**config.mk**
```make
export PLATFORM = sky130hd
export DESIGN_NAME = mrls_cfg
export DESIGN_NICKNAME = d
export VERILOG_FILES = /design/src/rtl/mrls_pkg.sv /design/src/rtl/mrls_cfg.sv
export SDC_FILE = /design/constraint.sdc
export NUM_CORES = 1
export LEC_CHECK = 0
export ABC_AREA = 1
export BUFFER_PORTS_ARGS = -buffer_cell sky130_fd_sc_hd__buf_2
export CORE_MARGIN = 2
export CORE_UTILIZATION = 35
export CTS_CLUSTER_SIZE = 28
export DETAILED_ROUTE_END_ITERATION = 16
export PLACE_DENSITY_LB_ADDON = 0.12
export SLEW_MARGIN = 20
export SYNTH_ARGS = -nofsm -noshare
export SYNTH_HDL_FRONTEND = slang
export SYNTH_SLANG_ARGS = --single-unit
```
**constraint.sdc**
```tcl
create_clock -name clk_i -period 0.9 [get_ports clk_i]
set_input_delay 0.045 -clock clk_i [delete_from_list [all_inputs] [get_ports clk_i]]
set_output_delay 0.045 -clock clk_i [all_outputs]
set_load 0.01 [all_outputs]
```
**src/rtl/mrls_pkg.sv**
```systemverilog
// Shared types, codes and saturating arithmetic for the minimal-residual solver.
`timescale 1ns / 1ps
package mrls_pkg;

  localparam logic [1:0] MODE_LOAD_A = 2'd0;
  localparam logic [1:0] MODE_LOAD_B = 2'd1;
  localparam logic [1:0] MODE_START  = 2'd2;
  localparam logic [1:0] MODE_NONE   = 2'd3;

  localparam logic [1:0] REG_SIZE  = 2'd0;
  localparam logic [1:0] REG_MAXIT = 2'd1;
  localparam logic [1:0] REG_TOL   = 2'd2;
  localparam logic [1:0] REG_GUESS = 2'd3;

  localparam logic [1:0] VSEL_B  = 2'd0;
  localparam logic [1:0] VSEL_X  = 2'd1;
  localparam logic [1:0] VSEL_Y  = 2'd2;
  localparam logic [1:0] VSEL_AY = 2'd3;

  localparam int unsigned CfgAddrW = 5;
  localparam int unsigned DivSteps = 80;

  typedef struct packed {
    logic [4:0]         size;
    logic [7:0]         max_it;
    logic [47:0]        tol;
    logic signed [31:0] guess;
  } cfg_t;

  function automatic logic signed [63:0] sat_add64(logic signed [63:0] a,
                                                   logic signed [63:0] b);
    logic signed [63:0] s;
    s = a + b;
    if (a[63] == b[63] && s[63] != a[63]) begin
      s = a[63] ? {1'b1, 63'd0} : {1'b0, {63{1'b1}}};
    end
    return s;
  endfunction

  function automatic logic signed [31:0] sat32(logic signed [63:0] v);
    logic signed [31:0] r;
    if (v > 64'sh0000_0000_7FFF_FFFF) begin
      r = 32'sh7FFF_FFFF;
    end else if (v < -64'sh0000_0000_8000_0000) begin
      r = 32'sh8000_0000;
    end else begin
      r = v[31:0];
    end
    return r;
  endfunction

  function automatic logic signed [63:0] mul32(logic signed [31:0] a,
                                               logic signed [31:0] b);
    logic signed [63:0] p;
    p = a * b;
    return p;
  endfunction

endpackage

```
**src/rtl/mrls_cfg.sv**
```systemverilog
// APB register file holding the solver configuration.
`timescale 1ns / 1ps
module mrls_cfg (
  input  logic                            clk_i,
  input  logic                            rst_ni,
  input  logic                            psel,
  input  logic                            penable,
  input  logic                            pwrite,
  input  logic [mrls_pkg::CfgAddrW-1:0]   paddr,
  input  logic [63:0]                     pwdata,
  output logic [63:0]                     prdata,
  output logic                            pready,
  output mrls_pkg::cfg_t                  cfg_o
);

  mrls_pkg::cfg_t cfg_q, cfg_d;
  logic [1:0]     idx;
  logic           wr;

  assign idx    = paddr[4:3];
  assign wr     = psel && penable && pwrite;
  assign pready = 1'b1;
  assign cfg_o  = cfg_q;

  always_comb begin
    cfg_d = cfg_q;
    if (wr) begin
      unique case (idx)
        mrls_pkg::REG_SIZE:  cfg_d.size   = pwdata[4:0];
        mrls_pkg::REG_MAXIT: cfg_d.max_it = pwdata[7:0];
        mrls_pkg::REG_TOL:   cfg_d.tol    = pwdata[47:0];
        mrls_pkg::REG_GUESS: cfg_d.guess  = pwdata[31:0];
        default: cfg_d = cfg_q;
      endcase
    end
  end

  always_comb begin
    unique case (idx)
      mrls_pkg::REG_SIZE:  prdata = {59'd0, cfg_q.size};
      mrls_pkg::REG_MAXIT: prdata = {56'd0, cfg_q.max_it};
      mrls_pkg::REG_TOL:   prdata = {16'd0, cfg_q.tol};
      mrls_pkg::REG_GUESS: prdata = {32'd0, cfg_q.guess};
      default: prdata = 64'd0;
    endcase
  end

  always_ff @(posedge clk_i or negedge rst_ni) begin
    if (!rst_ni) begin
      cfg_q.size   <= 5'd16;
      cfg_q.max_it <= 8'd4;
      cfg_q.tol    <= 48'd28147;
      cfg_q.guess  <= 32'sd2228224;
    end else begin
      cfg_q <= cfg_d;
    end
  end

endmodule

```
-- After elaboration in Yosys (flattened, before gate mapping)
Index checks and enable logic that the tools add are counted.
- RAM bits: 0
- bits in latches: 0
- memory bits (read-only): 0
- bits in registers: 93
- output and inout bits: 158
- bits of input ports: 74
- word-level logic and storage cells: 15
- memories kept: 0
- multiplexer cells: 1
- add/subtract/negate cells: 0
- $lt $le $gt $ge: 0
- divide/modulo/power cells: 0
- equal/unequal tests: 3
- shifts and indexed selects: 0
- bitwise gates (word level): 0
- reduce and logical (&&, ||, !) cells: 7
- multiply operators: 0
- operators with widths (cell ; count):
    $pmux 64 s4 ; 1
    $reduce_and 2->1 ; 4
    $eq 2x2->1 const B ; 2
    $eq 2x1->1 const B ; 1
    $logic_and 1x1->1 ; 2
    $logic_not 2->1 ; 1

-- Logic depth before layout (Yosys ltp)
- depth after elaboration: 3
- gate-level depth with buffers: 8
- depth with buffers taken out: 6

-- Least setup slack after synthesis
OpenSTA, ideal clock, no wires.
- path type: input -> register
- start: in paddr[3] in the netlist's numbering
- end: reg cfg_q, in the netlist cfg_o[59]
- path buffers: 2
- slack: -0.021 ns
- stages: 8
- library setup time: 0.117 ns
- data arrival time: 0.804 ns
- cells stage by stage: inv_2 -> nand2_4 -> inv_2 -> nand2_1 -> buf_4 -> buf_6 -> nand2_1 -> nand2_1
- longest elaborated chain between the ends: 2
- ends and longest elaborated chain (element ; line ; RTL):
    from (decl) ; mrls_cfg.sv:9 ; input logic [mrls_pkg::CfgAddrW-1:0] paddr,
    $eq 2x2->1 ; mrls_cfg.sv:28 ; unique case (idx)
    $reduce_and 2->1 (no source line) ; -- ;
    to (signal assigned) ; mrls_cfg.sv:55 ; cfg_q <= cfg_d;
    to (decl) ; mrls_cfg.sv:16 ; mrls_pkg::cfg_t cfg_q, cfg_d;
No other way between the ends.
A chain may end at the register's enable or synchronous reset.

-- Final worst setup path
- start: reg cfg_q, in the netlist cfg_o[33]
- end: out prdata[1]
- longest elaborated chain between the ends: 1
- ends and longest elaborated chain (element ; line ; RTL):
    $pmux 64 s4 ; mrls_cfg.sv:39 ; unique case (idx)
    to (decl) ; mrls_cfg.sv:11 ; output logic [63:0] prdata,
No other way between the ends. The select of a mux whose other input is x is not followed.

==> flow_metrics.tcl <==
set metrics [dict create \
    largest_reg_flops 93 \
    hold_path.class "in -> async" \
    grt_pass1_wl_um 21200 \
    path_max_fanout 2 \
    power.density_nw_per_um2 2070 \
    cts_tree "built" \
    die_w_um 115 \
    worstPathArrival_ps 1150 \
    dieArea_um2 13200 \
    finClkSkew_ps 0 \
    synth_area_um2 4310 \
    drc 0 \
    multi_input_area_um2 1730 \
    final.setup.tns_ps -13610 \
    die_height_um 115 \
    numCtsBuffers 9 \
    gp_congestion 0.796 \
    start_util 0.359 \
    fin_crit_sh 1.33 \
    violations "setup timing" \
    place.detailed.hpwl_um 9060 \
    required_ps 850 \
    clock_sinks 93 \
    r2r_cells 4 \
    vias 4632 \
    outcome "complete, but fails checks" \
    fin_crit_ps 1200 \
    rsz0062_at_grt "true" \
    critPathKind "reg -> out" \
    hold_viol 0 \
    drt_iter0_drc 234 \
    setup_viol 142 \
    p_leak_uw 0.00414 \
    core_um2 12000 \
    clock_path_buffers 2 \
    grt_usage 0.204 \
    num_antenna_cells 0 \
    root_buffer "clkbuf_16" \
    layout_setup_ws_ps -299 \
    grt_max_degree 77 \
    dr.pass1.iters 4 \
    fillers 1100 \
    layout-drive-gt1-share 0.357 \
    port_buffers 195 \
    nets 960 \
    htree_levels 3 \
    yosysSeqAreaShare 0.544 \
    endpoint_kind "primary output" \
    dp_slack_ps -105 \
    fmax_mhz 834 \
    syn2layout_area_growth_pct 64.3 \
    start_kind "register" \
    antenna_found_initial 0 \
    overflow 0 \
    avgViaCountPerCell 4.46 \
    synth_cell_types 15 \
    final_common_cell "nand2_1" \
    route.detailed.wl_per_inst_um 13.3 \
    synth_seq_cells 93 \
    clk_pin_slew_worst_paths_ps 60 \
    clk_latency_ps 330 \
    grt_pass1_vias 4360 \
    max_cap_viol_count 0 \
    drt_wl_total_um 13800 \
    yosys_warnings 0 \
    fp-row-count 40 \
    ios 232 \
    syn_inst 577 \
    seqCellArea_um2 2350 \
    vdd_drop_max_uv 1030 \
    postRouteAntennaNets 0 \
    final_cell_mix "370 x nand2_1, 164 x buf_2, 78 x dfrtp_1, 55 x buf_4, 49 x dlygate4sd3_1" \
    syn_avg_cell_area_um2 7.47 \
    slew_violations 0 \
]
==> where the power goes <==
part	leakage, µW	total [µW]	internal (µW)	switching, µW
logic	0.00283	4570	2440	2130
registers	0.00115	5920	5150	777
clock network	0.000163	4140	2580	1560
total	0.00414	14600	10200	4460
==> critical path: stages, from the launching register on <==
cell     delay [ps]
dfstp_2         560
nand3_2          70
nand4_1          70
buf_2           130
==> cell usage after synthesis <==
cell	n	area [µm²]
inv_2	3	11.3
inv_1	19	71.3
nand2_1	373	1400
conb_1	2	7.51
nor2_1	21	78.8
nand4_1	5	31.3
nand2_4	1	11.3
dfstp_2	15	394
nand3_1	19	95.1
buf_6	2	22.5
nor2_2	1	6.26
buf_4	19	143
dfrtp_1	78	1950
buf_2	11	55.1
clkbuf_1	8	30.0
==> layer usage <==
metal | part of all wire | vias up | GRT usage
li1 | - | 2319 | -
met1 | 0.44 | 2131 | 0.262
met2 | 0.50 | 167 | 0.351
met3 | 0.051 | 15 | 0.0385
met4 | 0.012 | 0 | 0.0594
met5 | 0 | - | 0
==> kinds of logic (layout without fill, tap and decap cells) <==
family | Yosys count | after routing | synth area share
buf+inv | 62 | 361 | 0.0772
flops | 93 | 93 | 0.544
other cells | 2 | 17 | 0.00174
simple gates | 420 | 420 | 0.377
==> final cells by class <==
class	instances	share of cell area
clock buffer	12	0.0362
timing repair buffer	323	0.341
tap	147	0.0260
multi-input combinational	437	0.244
clock inverter	4	0.00989
inverter	22	0.0120
sequential	93	0.331
==> per-stage QoR <==
stage	util	cells	instance area [µm²]	power, µW	hold WS [ps]
after CTS	0.564	1012	6770	14200	223
after floorplan	-	592	4370	7440	-251
final	0.590	1038	7080	14600	235
after detailed placement	0.469	927	5640	9250	42.0
after global routing	0.590	1038	7080	15500	257
after global placement	0.469	927	5640	9200	40.1
==> path summary, 6_finish.rpt <==
| path | from | to | slack [ps] |
|---|---|---|---|
| max | cfg_o[33] | prdata[1] | -300 |
| min | rst_ni | cfg_o[88] | 240 |
| max reg2reg | cfg_o[36] | cfg_o[36] | 0 |
| min reg2reg | cfg_o[46] | cfg_o[46] | 480 |
| max in group asynchronous | rst_ni | cfg_o[21] | 250 |
| min in group clk_i | paddr[3] | cfg_o[80] | 250 |
==> repair_timing <==
action / in CTS / in global routing
hold endpoints to repair: 171 / 0
pin swaps: 80 / 7
hold buffers: 49 / 0
gates cloned: 0 / 0
endpoints found under the setup margin: 141 / 141
gates resized for setup: 31 / 24
setup buffers: 20 / 26
(Power assumes the default switching activity.)
