$ cat src/rtl/mrls_pkg.sv
// Shared types, codes and saturating arithmetic for the minimal-residual solver.
`timescale 1ns / 1ps
package mrls_pkg;

  localparam logic [1:0] MODE_LOAD_A = 2'd0;
  localparam logic [1:0] MODE_LOAD_B = 2'd1;
  localparam logic [1:0] MODE_START  = 2'd2;
  localparam logic [1:0] MODE_NONE   = 2'd3;

  localparam logic [1:0] REG_SIZE  = 2'd0;
  localparam logic [1:0] REG_MAXIT = 2'd1;
  localparam logic [1:0] REG_TOL   = 2'd2;
  localparam logic [1:0] REG_GUESS = 2'd3;

  localparam logic [1:0] VSEL_B  = 2'd0;
  localparam logic [1:0] VSEL_X  = 2'd1;
  localparam logic [1:0] VSEL_Y  = 2'd2;
  localparam logic [1:0] VSEL_AY = 2'd3;

  localparam int unsigned CfgAddrW = 5;
  localparam int unsigned DivSteps = 80;

  typedef struct packed {
    logic [4:0]         size;
    logic [7:0]         max_it;
    logic [47:0]        tol;
    logic signed [31:0] guess;
  } cfg_t;

  function automatic logic signed [63:0] sat_add64(logic signed [63:0] a,
                                                   logic signed [63:0] b);
    logic signed [63:0] s;
    s = a + b;
    if (a[63] == b[63] && s[63] != a[63]) begin
      s = a[63] ? {1'b1, 63'd0} : {1'b0, {63{1'b1}}};
    end
    return s;
  endfunction

  function automatic logic signed [31:0] sat32(logic signed [63:0] v);
    logic signed [31:0] r;
    if (v > 64'sh0000_0000_7FFF_FFFF) begin
      r = 32'sh7FFF_FFFF;
    end else if (v < -64'sh0000_0000_8000_0000) begin
      r = 32'sh8000_0000;
    end else begin
      r = v[31:0];
    end
    return r;
  endfunction

  function automatic logic signed [63:0] mul32(logic signed [31:0] a,
                                               logic signed [31:0] b);
    logic signed [63:0] p;
    p = a * b;
    return p;
  endfunction

endpackage

$ cat src/rtl/mrls_div.sv
// Restoring divider forming the saturated Q16.16 step size from two dot products.
`timescale 1ns / 1ps
module mrls_div (
  input  logic               clk_i,
  input  logic               rst_ni,
  input  logic               start_i,
  input  logic signed [63:0] num_i,
  input  logic signed [63:0] den_i,
  output logic signed [31:0] tau_o,
  output logic               done_o
);

  localparam int unsigned CW = $clog2(mrls_pkg::DivSteps);

  logic          busy_q, busy_d, fin_q, fin_d, done_q, done_d, neg_q, neg_d;
  logic [CW-1:0] cnt_q, cnt_d;
  logic [63:0]   rem_q, rem_d, d_q, d_d;
  logic [79:0]   dvd_q, dvd_d, quo_q, quo_d;
  logic signed [31:0] tau_q, tau_d;
  logic [64:0]   trial;
  logic          ge;
  logic          hi;

  assign trial  = {rem_q, dvd_q[79]};
  assign ge     = trial >= {1'b0, d_q};
  assign hi     = |quo_q[79:32];
  assign tau_o  = tau_q;
  assign done_o = done_q;

  always_comb begin
    busy_d = busy_q;
    fin_d  = 1'b0;
    done_d = 1'b0;
    neg_d  = neg_q;
    cnt_d  = cnt_q;
    rem_d  = rem_q;
    d_d    = d_q;
    dvd_d  = dvd_q;
    quo_d  = quo_q;
    tau_d  = tau_q;
    if (start_i) begin
      if (den_i == 64'sd0) begin
        tau_d  = 32'sd0;
        done_d = 1'b1;
      end else begin
        busy_d = 1'b1;
        neg_d  = num_i[63];
        cnt_d  = '0;
        rem_d  = 64'd0;
        d_d    = den_i;
        dvd_d  = {(num_i[63] ? 64'(-num_i) : 64'(num_i)), 16'd0};
        quo_d  = 80'd0;
      end
    end else if (busy_q) begin
      rem_d = ge ? 64'(trial - {1'b0, d_q}) : trial[63:0];
      dvd_d = {dvd_q[78:0], 1'b0};
      quo_d = {quo_q[78:0], ge};
      cnt_d = cnt_q + 1'b1;
      if (cnt_q == CW'(mrls_pkg::DivSteps - 1)) begin
        busy_d = 1'b0;
        fin_d  = 1'b1;
      end
    end else if (fin_q) begin
      done_d = 1'b1;
      if (neg_q) begin
        tau_d = (hi || (quo_q[31] && |quo_q[30:0])) ? 32'sh8000_0000
                                                    : 32'(-quo_q[31:0]);
      end else begin
        tau_d = (hi || quo_q[31]) ? 32'sh7FFF_FFFF : quo_q[31:0];
      end
    end
  end

  always_ff @(posedge clk_i or negedge rst_ni) begin
    if (!rst_ni) begin
      busy_q <= 1'b0;
      fin_q  <= 1'b0;
      done_q <= 1'b0;
      cnt_q  <= '0;
    end else begin
      busy_q <= busy_d;
      fin_q  <= fin_d;
      done_q <= done_d;
      cnt_q  <= cnt_d;
    end
  end

  always_ff @(posedge clk_i) begin
    neg_q <= neg_d;
    rem_q <= rem_d;
    d_q   <= d_d;
    dvd_q <= dvd_d;
    quo_q <= quo_d;
    tau_q <= tau_d;
  end

endmodule

$ cat config.mk
export PLATFORM = sky130hd
export DESIGN_NAME = mrls_div
export DESIGN_NICKNAME = d
export VERILOG_FILES = /design/src/rtl/mrls_pkg.sv /design/src/rtl/mrls_div.sv
export SDC_FILE = /design/constraint.sdc
export NUM_CORES = 1
export LEC_CHECK = 0
export BUFFER_PORTS_ARGS = -buffer_cell sky130_fd_sc_hd__buf_2
export CAP_MARGIN = 20
export CORE_ASPECT_RATIO = 1.1
export CORE_MARGIN = 1
export CORE_UTILIZATION = 35
export CTS_BUF_LIST = sky130_fd_sc_hd__clkbuf_2 sky130_fd_sc_hd__clkbuf_4 sky130_fd_sc_hd__clkbuf_8
export CTS_CLUSTER_SIZE = 8
export DETAILED_ROUTE_END_ITERATION = 10
export PLACE_DENSITY_LB_ADDON = 0.12
export SYNTH_ARGS = -nofsm -noshare
export SYNTH_HDL_FRONTEND = slang
export SYNTH_SLANG_ARGS = --single-unit
$ cat constraint.sdc
create_clock -name clk_i -period 7.78 [get_ports clk_i]
set_clock_uncertainty 0.05 [all_clocks]
set_input_delay 1.167 -clock clk_i [delete_from_list [all_inputs] [get_ports clk_i]]
set_output_delay 1.167 -clock clk_i [all_outputs]
set_load 0.005 [all_outputs]
Word-level counts from Yosys, hierarchy flattened --
Index checks and enable logic that the tools add are counted.
Cells by class: reductions and logical operators 11, $lt $le $gt $ge 1, mux-type cells 32, bitwise operators 1, add/subtract/negate cells 4, eq/ne operators 4
Operators by type and width (count):
- $mux 80 | 6
- $mux 64 | 5
- $mux 32 | 7
- $ge 65x64->1 | 1
- $logic_not 64->1 | 1
- $neg 64->64 | 1
- $sub 64x64->64 | 1
- $reduce_or 48->1 | 1
- $neg 32->32 | 1
- $reduce_or 31->1 | 1
- $mux 7 | 3
- $mux 1 | 11
- $add 7x1->7 const B | 1
- $eq 7x7->1 const B | 1
- $ne 2x2->1 const B | 2
- $reduce_and 2->1 | 2
- $reduce_bool 2->1 | 2
- $reduce_and 3->1 | 1
- $logic_or 1x1->1 | 2
- $ne 2x1->1 const B | 1
- $logic_and 1x1->1 | 1
- $not 1->1 | 1
Storage, ports and cells: word-level logic and storage cells 63, input bits 131, bits in registers 331, output and inout bits 33

Longest topological paths before layout --
Gate-level depths: netlist of run 1.
depth after elaboration 8, depth in mapped cells 15, mapped depth without buffers 13

Worst setup path after synthesis of run 1 --
Ideal clock, no wire load.
kind input-to-reg, start point input start_i, end point register tau_q[0], in the netlist tau_o[0], enable pin, stages 5, required time 6931 ps, data arrival time 9918 ps, buffers on the path 1, library setup time 799 ps, setup slack -2987 ps, cell sequence clkbuf_1 o41a_1 nor2_1 inv_1 nor2_1
Between the ends: word-level cells in the longest chain between the ends 2, elaborated cells on any way between the ends 4, classes of those cells eq/ne (2); reduce/logical (2)
Ends and longest elaborated chain:
- start: declaration | RTL line mrls_div.sv:6 | input logic start_i,
- $ne 2x1->1 (no source line) (tied with other cells)
- $reduce_and 3->1 (no source line) *
- end signal: assignment | RTL line mrls_div.sv:94 | tau_q <= tau_d;
- end: declaration | RTL line mrls_div.sv:19 | logic signed [31:0] tau_q, tau_d;
Mark *: on every way between the ends. The rest lies on a longest branch, timed or not. A chain may end at the register's enable or synchronous reset.

Worst setup path after layout of run 1 --
start point register rem_q[9], end point register rem_q[32], data pin
Between the ends: word-level cells in the longest chain between the ends 4, elaborated cells on any way between the ends 5, classes of those cells add/sub (1); order compare (1); mux (3)
Ends and longest elaborated chain:
- start: declaration | RTL line mrls_div.sv:17 | logic [63:0] rem_q, rem_d, d_q, d_d;
- start signal: assignment | RTL line mrls_div.sv:90 | rem_q <= rem_d;
- $sub 64x64->64 or $ge 65x64->1 (tied branches) | RTL line mrls_div.sv:55, mrls_div.sv:25
- $mux 64 * | RTL line mrls_div.sv:55 | rem_d = ge ? 64'(trial - {1'b0, d_q}) : trial[63:0];
- $mux 64 * | RTL line mrls_div.sv:54 | end else if (busy_q) begin
- $mux 64 * | RTL line mrls_div.sv:41 | if (start_i) begin
Mark *: on every way between the ends. The rest lies on a longest branch, timed or not. The select of a mux whose other input is x is not followed.

==> results.json, run 1 <==
{
  "critPathLaunchType": "flop",
  "ys_top_cells_by_area": "edfxtp_1 50%, ha_1 4.5%, a21oi_1 4.3%",
  "period_minus_slack_ps": 5160,
  "die_area_sq_um": 53800,
  "synth_area_leader_cell": "edfxtp_1",
  "synth_warnings": 0,
  "cts_buffer_depth": 3,
  "setup_viol": 0,
  "finalCritPeriodShare_pct": 66.4,
  "postCtsSetupRepairBufs": 0,
  "io_pins": 164,
  "cp_slowest_cell": "buf_4",
  "seq_area_frac_synth_pct": 50.9,
  "initial_core_util_pct": 35.4,
  "yosysUniqueCellTypes": 77,
  "ctsHtreeMaxLevel": 2,
  "vias_per_cell": 5.30,
  "hold_violations": 0,
  "rows": 88,
  "drc_errors": 0,
  "path_max_fanout": 60,
  "cts_buffers": 59,
  "wl_per_cell_um": 18.4,
  "slew_headroom_pct": 32.6,
  "crit_type": "flop to flop",
  "cts_tree": "done",
  "cp_cell_sequence": "ha_1, nand4_1, nor2_1, a21boi_1, a211oi_1, o21ai_1, a31oi_1, o21ai_1, a311o_2, buf_4, mux2i_1, nor2_1",
  "hpwl_mm": 33.9,
  "synth_edf_count": 305,
  "syn_area_per_cell_sq_um": 10.3,
  "die_x_um": 221,
  "endpoint_kind": "flop",
  "postCtsHoldBufs": 0,
  "p_per_area_nw_per_um2": 319,
  "clkSinkCount": 315,
  "num_vias": 14167,
  "slew_viol_final": 0,
  "hold_class": "primary input to asynchronous set/reset pin",
  "cts-resized-gates": 0,
  "clkTransAtPathRegs_ps": 60,
  "yosys.area.top_type_share_pct": 49.5,
  "syn-num-nets": 1995,
  "setup_ws_ps": 2620,
  "fmaxAchievable_ghz": 0.194,
  "grt_pass1_wl_mm": 78.4,
  "grt_antenna_before_repair": 9,
  "p_leak_uw": 0.00833,
  "netlist_top_cells_count": "305 x edfxtp_1, 200 x nor2_1, 158 x a21oi_1",
  "clockRootBuffer": "clkbuf_8",
  "syn2layout_area_growth_pct": 15.0,
  "ant_nets": 0,
  "chipHeight_um": 243,
  "first_iter_violations": 801,
  "cpPeakStageDelay_ps": 780,
  "status": "completed",
  "wirelength_mm": 49.1,
  "required_ps": 8090,
  "grt_pass1_vias": 14246,
  "syn_inst": 1796,
  "synth_ff_type": "edfxtp_1",
  "insertion_delay_ps": 680,
  "grt_usage_pct": 18.2,
  "async_reset_ff_share_pct": 3.17,
  "coreArea_sq_um": 52300,
  "drive_gt1_share_pct": 15.3,
  "tightest_slew_ps": 1010,
  "place_ws_ps": 2240,
  "ys_ff_latch": 315,
  "first_pass_iters": 4,
  "place_congestion": 0.863,
  "worstPathArrival_ps": 5480,
  "grt_max_degree": 171,
  "peakVddDrop_v": 0.000134,
  "io_buffers": 163,
  "cap_violations": 0,
  "syn_area_sq_um": 18500,
  "grt.overflow.total": 0,
  "reg2reg_depth": 12,
  "final.setup.tns_ps": 0,
  "rsz0062_at_grt": "false",
  "fin_nets": 2146,
  "yosysMostFrequentCell": "edfxtp_1"
}
[cells by family after synthesis]
group,share of synthesized area (%)
simple gates,17.0
compound gates,14.8
xor+xnor,5.64
fa+ha+maj,4.64
flops,50.9
mux,3.17
buf+inv,3.86
[flip-flops by register name (all words and copies together) (netlist names)]
name and flops:
busy_q 1, dvd_q 64, done_o 1, quo_q 80, neg_q 1, fin_q 1, tau_o 32, rem_q 64
cnt_q 7, d_q 64
[report_power, final]
group	total, uW	internal, uW	switching [uW]
Combinational	2640	1060	1580
Clock	1750	980	771
Sequential	2400	2240	159
Total	6780	4270	2510
[critical path: cells and delay by family (launching register included)]
family,cells,cell delay (ps)
AO/OA/AOI/OAI,6,2390
buffers and inverters,1,780
AND/OR/NAND/NOR,3,500
flip-flops,1,410
adder cells (fa/ha/maj),1,410
multiplexers,1,270
[layer usage]
layer / up-vias / routed length [um] / GRT usage (%)
met4: 14 / 1180 / 6.31
met2: 278 / 22900 / 29.3
met1: 6833 / 22600 / 24.1
met3: 87 / 2390 / 3.92
met5: - / 82 / 0
li1: 6955 / - / -
[path summary, 6_finish.rpt]
| kind | from | end | slack (ps) |
|---|---|---|---|
| max | rem_q[9] | rem_q[32] | 2620 |
| min | rst_ni | cnt_q[0] | 320 |
| max reg2reg | rem_q[9] | rem_q[32] | 2620 |
| min reg2reg | cnt_q[6] | cnt_q[6] | 440 |
| max in group asynchronous | rst_ni | cnt_q[6] | 7140 |
| min in group clk_i | cnt_q[6] | cnt_q[6] | 440 |
[layout make-up]
type	instances	area, sq um
timing repair buffer	174	921
clock inverter	37	303
clock buffer	74	962
antenna	1	2.50
sequential	315	9410
multi-input combinational	1292	8430
fill	5153	31000
inverter	105	398
tap	675	845
[cells in the final DEF, fill, tap and decap left out, drive strengths merged, types with 28 or more instances in the layout]
cell    instances
nor3           28
nand4          37
xnor2          42
a21oi         158
clkinv         30
edfxtp        305
buf           174
ha             67
clkbuf         74
nor2          201
nor2b          87
xor2           77
a211oi         34
nand2         101
mux2i          44
o21ai          92
nor4           37
inv           104
[stage by stage]
| step | hold WS [ps] | instances | util (%) | power, uW | cell area [sq um] |
|---|---|---|---|---|---|
| floorplan | 393 | 1796 | - | 4400 | 18600 |
| global placement | 420 | 2561 | 38.2 | 5050 | 20000 |
| detailed placement | 425 | 2561 | 38.2 | 5060 | 20000 |
| CTS | 248 | 2672 | 40.7 | 6870 | 21300 |
| global route | 274 | 2673 | 40.7 | 7280 | 21300 |
| finish | 316 | 2673 | 40.7 | 6780 | 21300 |
Note: power is estimated with default switching activity, not from simulation.
==> run 2, diff against run 1 <==
==> constraint.sdc (replaced) <==
create_clock -name clk_i -period 4.75 [get_ports clk_i]
set_clock_uncertainty 0.05 [all_clocks]
set_input_delay 0.7125 -clock clk_i [delete_from_list [all_inputs] [get_ports clk_i]]
set_output_delay 0.7125 -clock clk_i [all_outputs]
set_load 0.005 [all_outputs]
==> run 2 against run 1 <==
Against the previous run: via count is 0.83% higher; combinational power increased by 66%; power increased by 62%; non-clock buffer count increased by 17; count of clock-buffer cells in the layout is 15 higher; first-iteration DRC count shrank 3.7%; global-route usage is 0.14 points lower; design area up 0.20%; critical path type unchanged.
==> results.json, run 2 (synthesis gave the netlist of run 1 again) <==
{
  "status": "completed",
  "final_cells": 2685,
  "slew_viol_final": 0,
  "regMostFlops": "quo_q",
  "ctsHtreeMaxLevel": 2,
  "critPathLaunchType": "flop",
  "dp.cells": 2577,
  "grtUsageMet3_pct": 3.49,
  "initial_core_util_pct": 35.4,
  "p_per_area_nw_per_um2": 514,
  "largest_reg_flops": 80,
  "fillers": 5167,
  "cts_buffers": 57,
  "coreArea_sq_um": 52300,
  "syn2layout_area_growth_pct": 15.3,
  "first_iter_violations": 771,
  "drive_gt1_share_pct": 16.5,
  "wirelength_mm": 49.0,
  "period_minus_slack_ps": 4060,
  "num_vias": 14285,
  "finalCritPeriodShare_pct": 85.5,
  "critical-path-top-delay-family": "simple AND/OR/NAND/NOR gates",
  "place_ws_ps": 457,
  "cp_slowest_cell": "or4_1",
  "cpPeakStageDelay_ps": 520,
  "worstPathArrival_ps": 4390,
  "use_met2_pct": 29.4,
  "io_buffers": 163,
  "clockRootBuffer": "clkbuf_8",
  "peakVddDrop_v": 0.000212,
  "cap_violations": 0,
  "hold_class": "primary input to flop",
  "cts_tree": "done",
  "finalPower_uw": 11000,
  "fin_nets": 2161,
  "use_met1_pct": 24.0,
  "setup_viol": 0,
  "final_cell_mix": "305 x edfxtp_1, 198 x nor2_1, 162 x buf_2",
  "place_congestion": 0.878,
  "required_ps": 5090,
  "grt_pass1_vias": 14140,
  "rsz0062_at_grt": "false",
  "grt_usage_pct": 18.1,
  "drc_errors": 0,
  "whs_ps": 186,
  "multi_input_area_sq_um": 8430,
  "rows": 88,
  "clkTransAtPathRegs_ps": 60,
  "final.setup.tns_ps": 0,
  "grt-busiest-layer": "met2",
  "path_max_fanout": 34,
  "hold_violations": 0,
  "die_area_sq_um": 53800,
  "endpoint_kind": "flop",
  "die_x_um": 221,
  "slew_headroom_pct": 46.4,
  "p_leak_uw": 0.00840,
  "grt_max_degree": 126,
  "final-seq-area_sq_um": 9410,
  "ant_nets": 0,
  "vias_per_cell": 5.32,
  "tightest_slew_ps": 797,
  "cts_buffer_depth": 3,
  "path_buf_inv": 1,
  "hpwl_mm": 34.4,
  "fmaxAchievable_ghz": 0.246,
  "cp_cell_sequence": "ha_1, nand2_1, nor2_1, nand2_1, or4_1, nor4_1, nand4_1, nand3_1, a311o_2, buf_4, mux2i_1, nor2_1",
  "io_pins": 164,
  "crit_type": "flop to flop",
  "clkSinkCount": 315,
  "grt_pass1_wl_mm": 77.7,
  "insertion_delay_ps": 670,
  "wl_per_cell_um": 18.3,
  "grt_antenna_before_repair": 8,
  "first_pass_iters": 5,
  "final_common_cell": "edfxtp_1",
  "setup_ws_ps": 691,
  "grt.overflow.total": 0,
  "chipHeight_um": 243,
  "cts-resized-gates": 0
}
[run 2: timing repair]
item                      4_1_cts  5_1_grt
hold endpoints to repair       10        0
buffers inserted                0        0
hold buffers                    1        0
[run 2: final timing paths]
check	start	end	cells past startpoint	slack [ps]
setup / recovery	rem_q[56]	rem_q[14]	12	690
hold / removal	den_i[54]	d_q[54]	1	190
setup reg to reg	rem_q[56]	rem_q[14]	12	690
hold reg to reg	cnt_q[6]	cnt_q[6]	1	440
max in group asynchronous	rst_ni	cnt_q[0]	2	4050
min in group asynchronous	rst_ni	busy_q	2	400
[run 2: final cells by class]
class / instances / area share, %
Sequential cell: 315 / 44.1
Multi-Input combinational cell: 1292 / 39.6
Clock buffer: 89 / 5.07
Timing Repair Buffer: 191 / 4.93
Tap cell: 675 / 3.96
Inverter: 105 / 1.87
Clock inverter: 16 / 0.440
Antenna cell: 2 / 0.0235
[run 2: layer usage]
| layer | up-vias | wire, um |
|---|---|---|
| li1 | 6977 | - |
| met1 | 6875 | 22400 |
| met2 | 321 | 22800 |
| met3 | 100 | 2520 |
| met4 | 12 | 1220 |
| met5 | - | 66 |
[run 2: worst register-to-register path, stage by stage (launching register included)]
cell,delay [ps]
edfxtp_1,390
ha_1,450
nand2_1,140
nor2_1,260
nand2_1,160
or4_1,520
nor4_1,460
nand4_1,200
nand3_1,180
a311o_2,190
buf_4,440
mux2i_1,290
nor2_1,50
[run 2: stage by stage]
step | util (%) | area [sq um]
floorplan | - | 18600
global placement | 38.5 | 20100
detailed placement | 38.5 | 20100
CTS | 40.7 | 21300
global route | 40.7 | 21300
finish | 40.8 | 21300
[run 2: where the power goes]
part           switching (uW)  internal [uW]  total, uW
Clock                    1220           1450       2670
Sequential                261           3660       3920
Combinational            2590           1770       4370
==> run 3, diff against run 2 <==
--- a/config.mk
+++ b/config.mk
@@ -7,12 +7,15 @@
 export LEC_CHECK = 0
 export BUFFER_PORTS_ARGS = -buffer_cell sky130_fd_sc_hd__buf_2
 export CAP_MARGIN = 20
+export CELL_PAD_IN_SITES_DETAIL_PLACEMENT = 0
+export CELL_PAD_IN_SITES_GLOBAL_PLACEMENT = 1
 export CORE_ASPECT_RATIO = 1.1
 export CORE_MARGIN = 1
 export CORE_UTILIZATION = 35
 export CTS_BUF_LIST = sky130_fd_sc_hd__clkbuf_2 sky130_fd_sc_hd__clkbuf_4 sky130_fd_sc_hd__clkbuf_8
 export CTS_CLUSTER_SIZE = 8
 export DETAILED_ROUTE_END_ITERATION = 10
+export GPL_TIMING_DRIVEN = 0
 export PLACE_DENSITY_LB_ADDON = 0.12
 export SYNTH_ARGS = -nofsm -noshare
 export SYNTH_HDL_FRONTEND = slang
==> run 3 against run 2 <==
Against the previous run: critical path depth fell by 3; critical path type is now primary input to flop; largest power group unchanged; count of clock-buffer cells in the layout fell by 1; critical endpoint is now tau_o[31]; design area increased by 1.4%; routed wire length rose by 12%; hold slack hardly changed; fmax shrank 7.7%; highest routed layer unchanged; via count is 2.7% higher; worst setup slack worse by 340 ps; flip-flop and latch count unchanged; cell count increased by 2.6%.
==> results.json, run 3 (synthesis gave the netlist of run 1 again) <==
{
  "clkSinkCount": 315,
  "rows": 88,
  "ctsHtreeMaxLevel": 2,
  "slew_viol_final": 0,
  "critical-path-top-delay-family": "simple AND/OR/NAND/NOR gates",
  "finalInstanceArea_sq_um": 21600,
  "coreArea_sq_um": 52300,
  "finalCritPeriodShare_pct": 92.6,
  "drc_errors": 0,
  "slew_headroom_pct": 32.1,
  "fmaxAchievable_ghz": 0.227,
  "wl_per_cell_um": 19.8,
  "holdPathStages": 1,
  "r2r_setup_slack_ps": 450,
  "setup_viol": 0,
  "ant_nets": 0,
  "crit_type": "primary input to flop",
  "num_vias": 14675,
  "path_buf_inv": 4,
  "postCtsSetupRepairBufs": 0,
  "clockRootBuffer": "clkbuf_8",
  "period_minus_slack_ps": 4400,
  "tightest_slew_ps": 1020,
  "cp_slowest_cell": "o41a_4",
  "wirelength_mm": 54.7,
  "utilization_pct": 41.3,
  "cpPeakStageDelay_ps": 890,
  "grt_usage_pct": 20.2,
  "required_ps": 4990,
  "grt_pass1_wl_mm": 85.0,
  "post_dp_cell_area_sq_um": 20300,
  "io_pins": 164,
  "cp_cell_sequence": "buf_2, nor4_1, nand4_1, o41a_4, nor2_4, clkinvlp_4, buf_12, buf_12, nor2_4",
  "p_leak_uw": 0.00845,
  "initial_core_util_pct": 35.4,
  "cts_buffer_depth": 3,
  "critPathLaunchType": "primary input",
  "final_common_cell": "edfxtp_1",
  "first_pass_iters": 5,
  "io_buffers": 163,
  "grt_pass1_vias": 14811,
  "fin_nets": 2225,
  "cts_buffers": 57,
  "regMostFlops": "quo_q",
  "drive_gt1_share_pct": 15.6,
  "cts_tree": "done",
  "path_max_fanout": 70,
  "die_area_sq_um": 53800,
  "hpwl_mm": 39.8,
  "rsz0062_at_grt": "false",
  "hold_class": "primary input to flop",
  "reg2reg_depth": 13,
  "chipHeight_um": 243,
  "largest_reg_flops": 80,
  "p_per_area_nw_per_um2": 517,
  "grt_antenna_before_repair": 13,
  "finalPower_uw": 11200,
  "endpoint_kind": "flop",
  "worstPathArrival_ps": 4630,
  "use_met2_pct": 34.4,
  "clkTransAtPathRegs_ps": 60,
  "first_iter_violations": 684,
  "place_congestion": 0.861,
  "fillers": 5246,
  "peakVddDrop_v": 0.000239,
  "use_met1_pct": 25.5,
  "grt-busiest-layer": "met2",
  "status": "completed",
  "grt.overflow.total": 0,
  "die_x_um": 221,
  "syn2layout_area_growth_pct": 16.9,
  "grtUsageMet3_pct": 3.86,
  "r2r-end": "rem_q[58]",
  "r2r-start": "dvd_q[79]",
  "hold_violations": 0,
  "cap_violations": 0,
  "hp-start": "den_i[3]",
  "final_cell_mix": "305 x edfxtp_1, 198 x nor2_1, 168 x buf_2",
  "worstHoldEndpoint": "d_q[3]",
  "grt_max_degree": 71,
  "vias_per_cell": 5.33,
  "insertion_delay_ps": 670
}
run 3: cell types whose count changed in the layout (fill, tap and decap cells not counted), sizes merged:
cell / previous run / this run
bufinv: 0 / 2
inv: 106 / 105
clkinv: 13 / 14
diode: 2 / 6
buf: 190 / 175
clkbuf: 89 / 166
clkinvlp: 2 / 3
nor2: 201 / 202
run 3: timing repair:
item,in CTS,in global routing
setup endpoints to repair,71,39
hold endpoints to repair,10,0
hold buffers,1,0
cloned,1,0
pin swaps,0,0
gates resized for setup,6,8
run 3: per-stage QoR:
stage	setup slack, ps	hold slack, ps	setup TNS, ps	cells
global route	1.32	158	0	2754
global placement	-6380	417	-1010360	2634
finish	354	185	0	2755
detailed placement	-847	425	-30440	2640
CTS	98.2	136	0	2749
floorplan	-2750	367	-285000	1796
run 3: routing by layer:
metal	vias up	share of wire (%)
met3	86	4.6
li1	7124	-
met2	289	49
met1	7162	44
met5	-	0.19
met4	14	2.6
run 3: area by class of cell:
cell class / instances / area [sq um] / share of cell area, %
timing repair buffer: 170 / 931 / 4.31
multi-input combinational: 1293 / 8470 / 39.2
buffer: 84 / 328 / 1.52
clock buffer: 88 / 1070 / 4.94
antenna: 6 / 15.0 / 0.0695
clock inverter: 19 / 148 / 0.683
tap: 675 / 845 / 3.91
inverter: 105 / 398 / 1.84
sequential: 315 / 9410 / 43.5
run 3: worst max-delay path by stage:
stage | slack, ps | depth (start not counted) | start | endpoint
2_1_floorplan | -2750 | 6 | den_i[41] | tau_o[0]
3_3_place_gp | -6380 | 7 | den_i[3] | tau_o[17]
3_5_place_dp | -850 | 9 | den_i[3] | tau_o[15]
4_1_cts | 100 | 13 | rem_q[9] | rem_q[43]
5_1_grt | 1 | 9 | den_i[3] | tau_o[17]
6_report | 350 | 9 | den_i[7] | tau_o[31]
run 3: worst register-to-register path, stage by stage, from the launching register on:
cell	delay, ps
edfxtp_1	450
inv_1	70
ha_1	210
fa_1	410
nor2b_1	180
o211ai_1	140
a2111oi_2	510
o2111ai_1	170
a22oi_1	450
a31oi_2	360
o21ai_2	400
a31oi_1	180
or4_1	430
o311ai_1	100
run 3: power breakdown:
part,internal [uW],total [uW],switching (uW),leakage [uW]
clock,1540,2750,1210,0.000646
combinational,1750,4490,2750,0.00453
sequential,3660,3930,266,0.00328
total,6950,11200,4220,0.00845
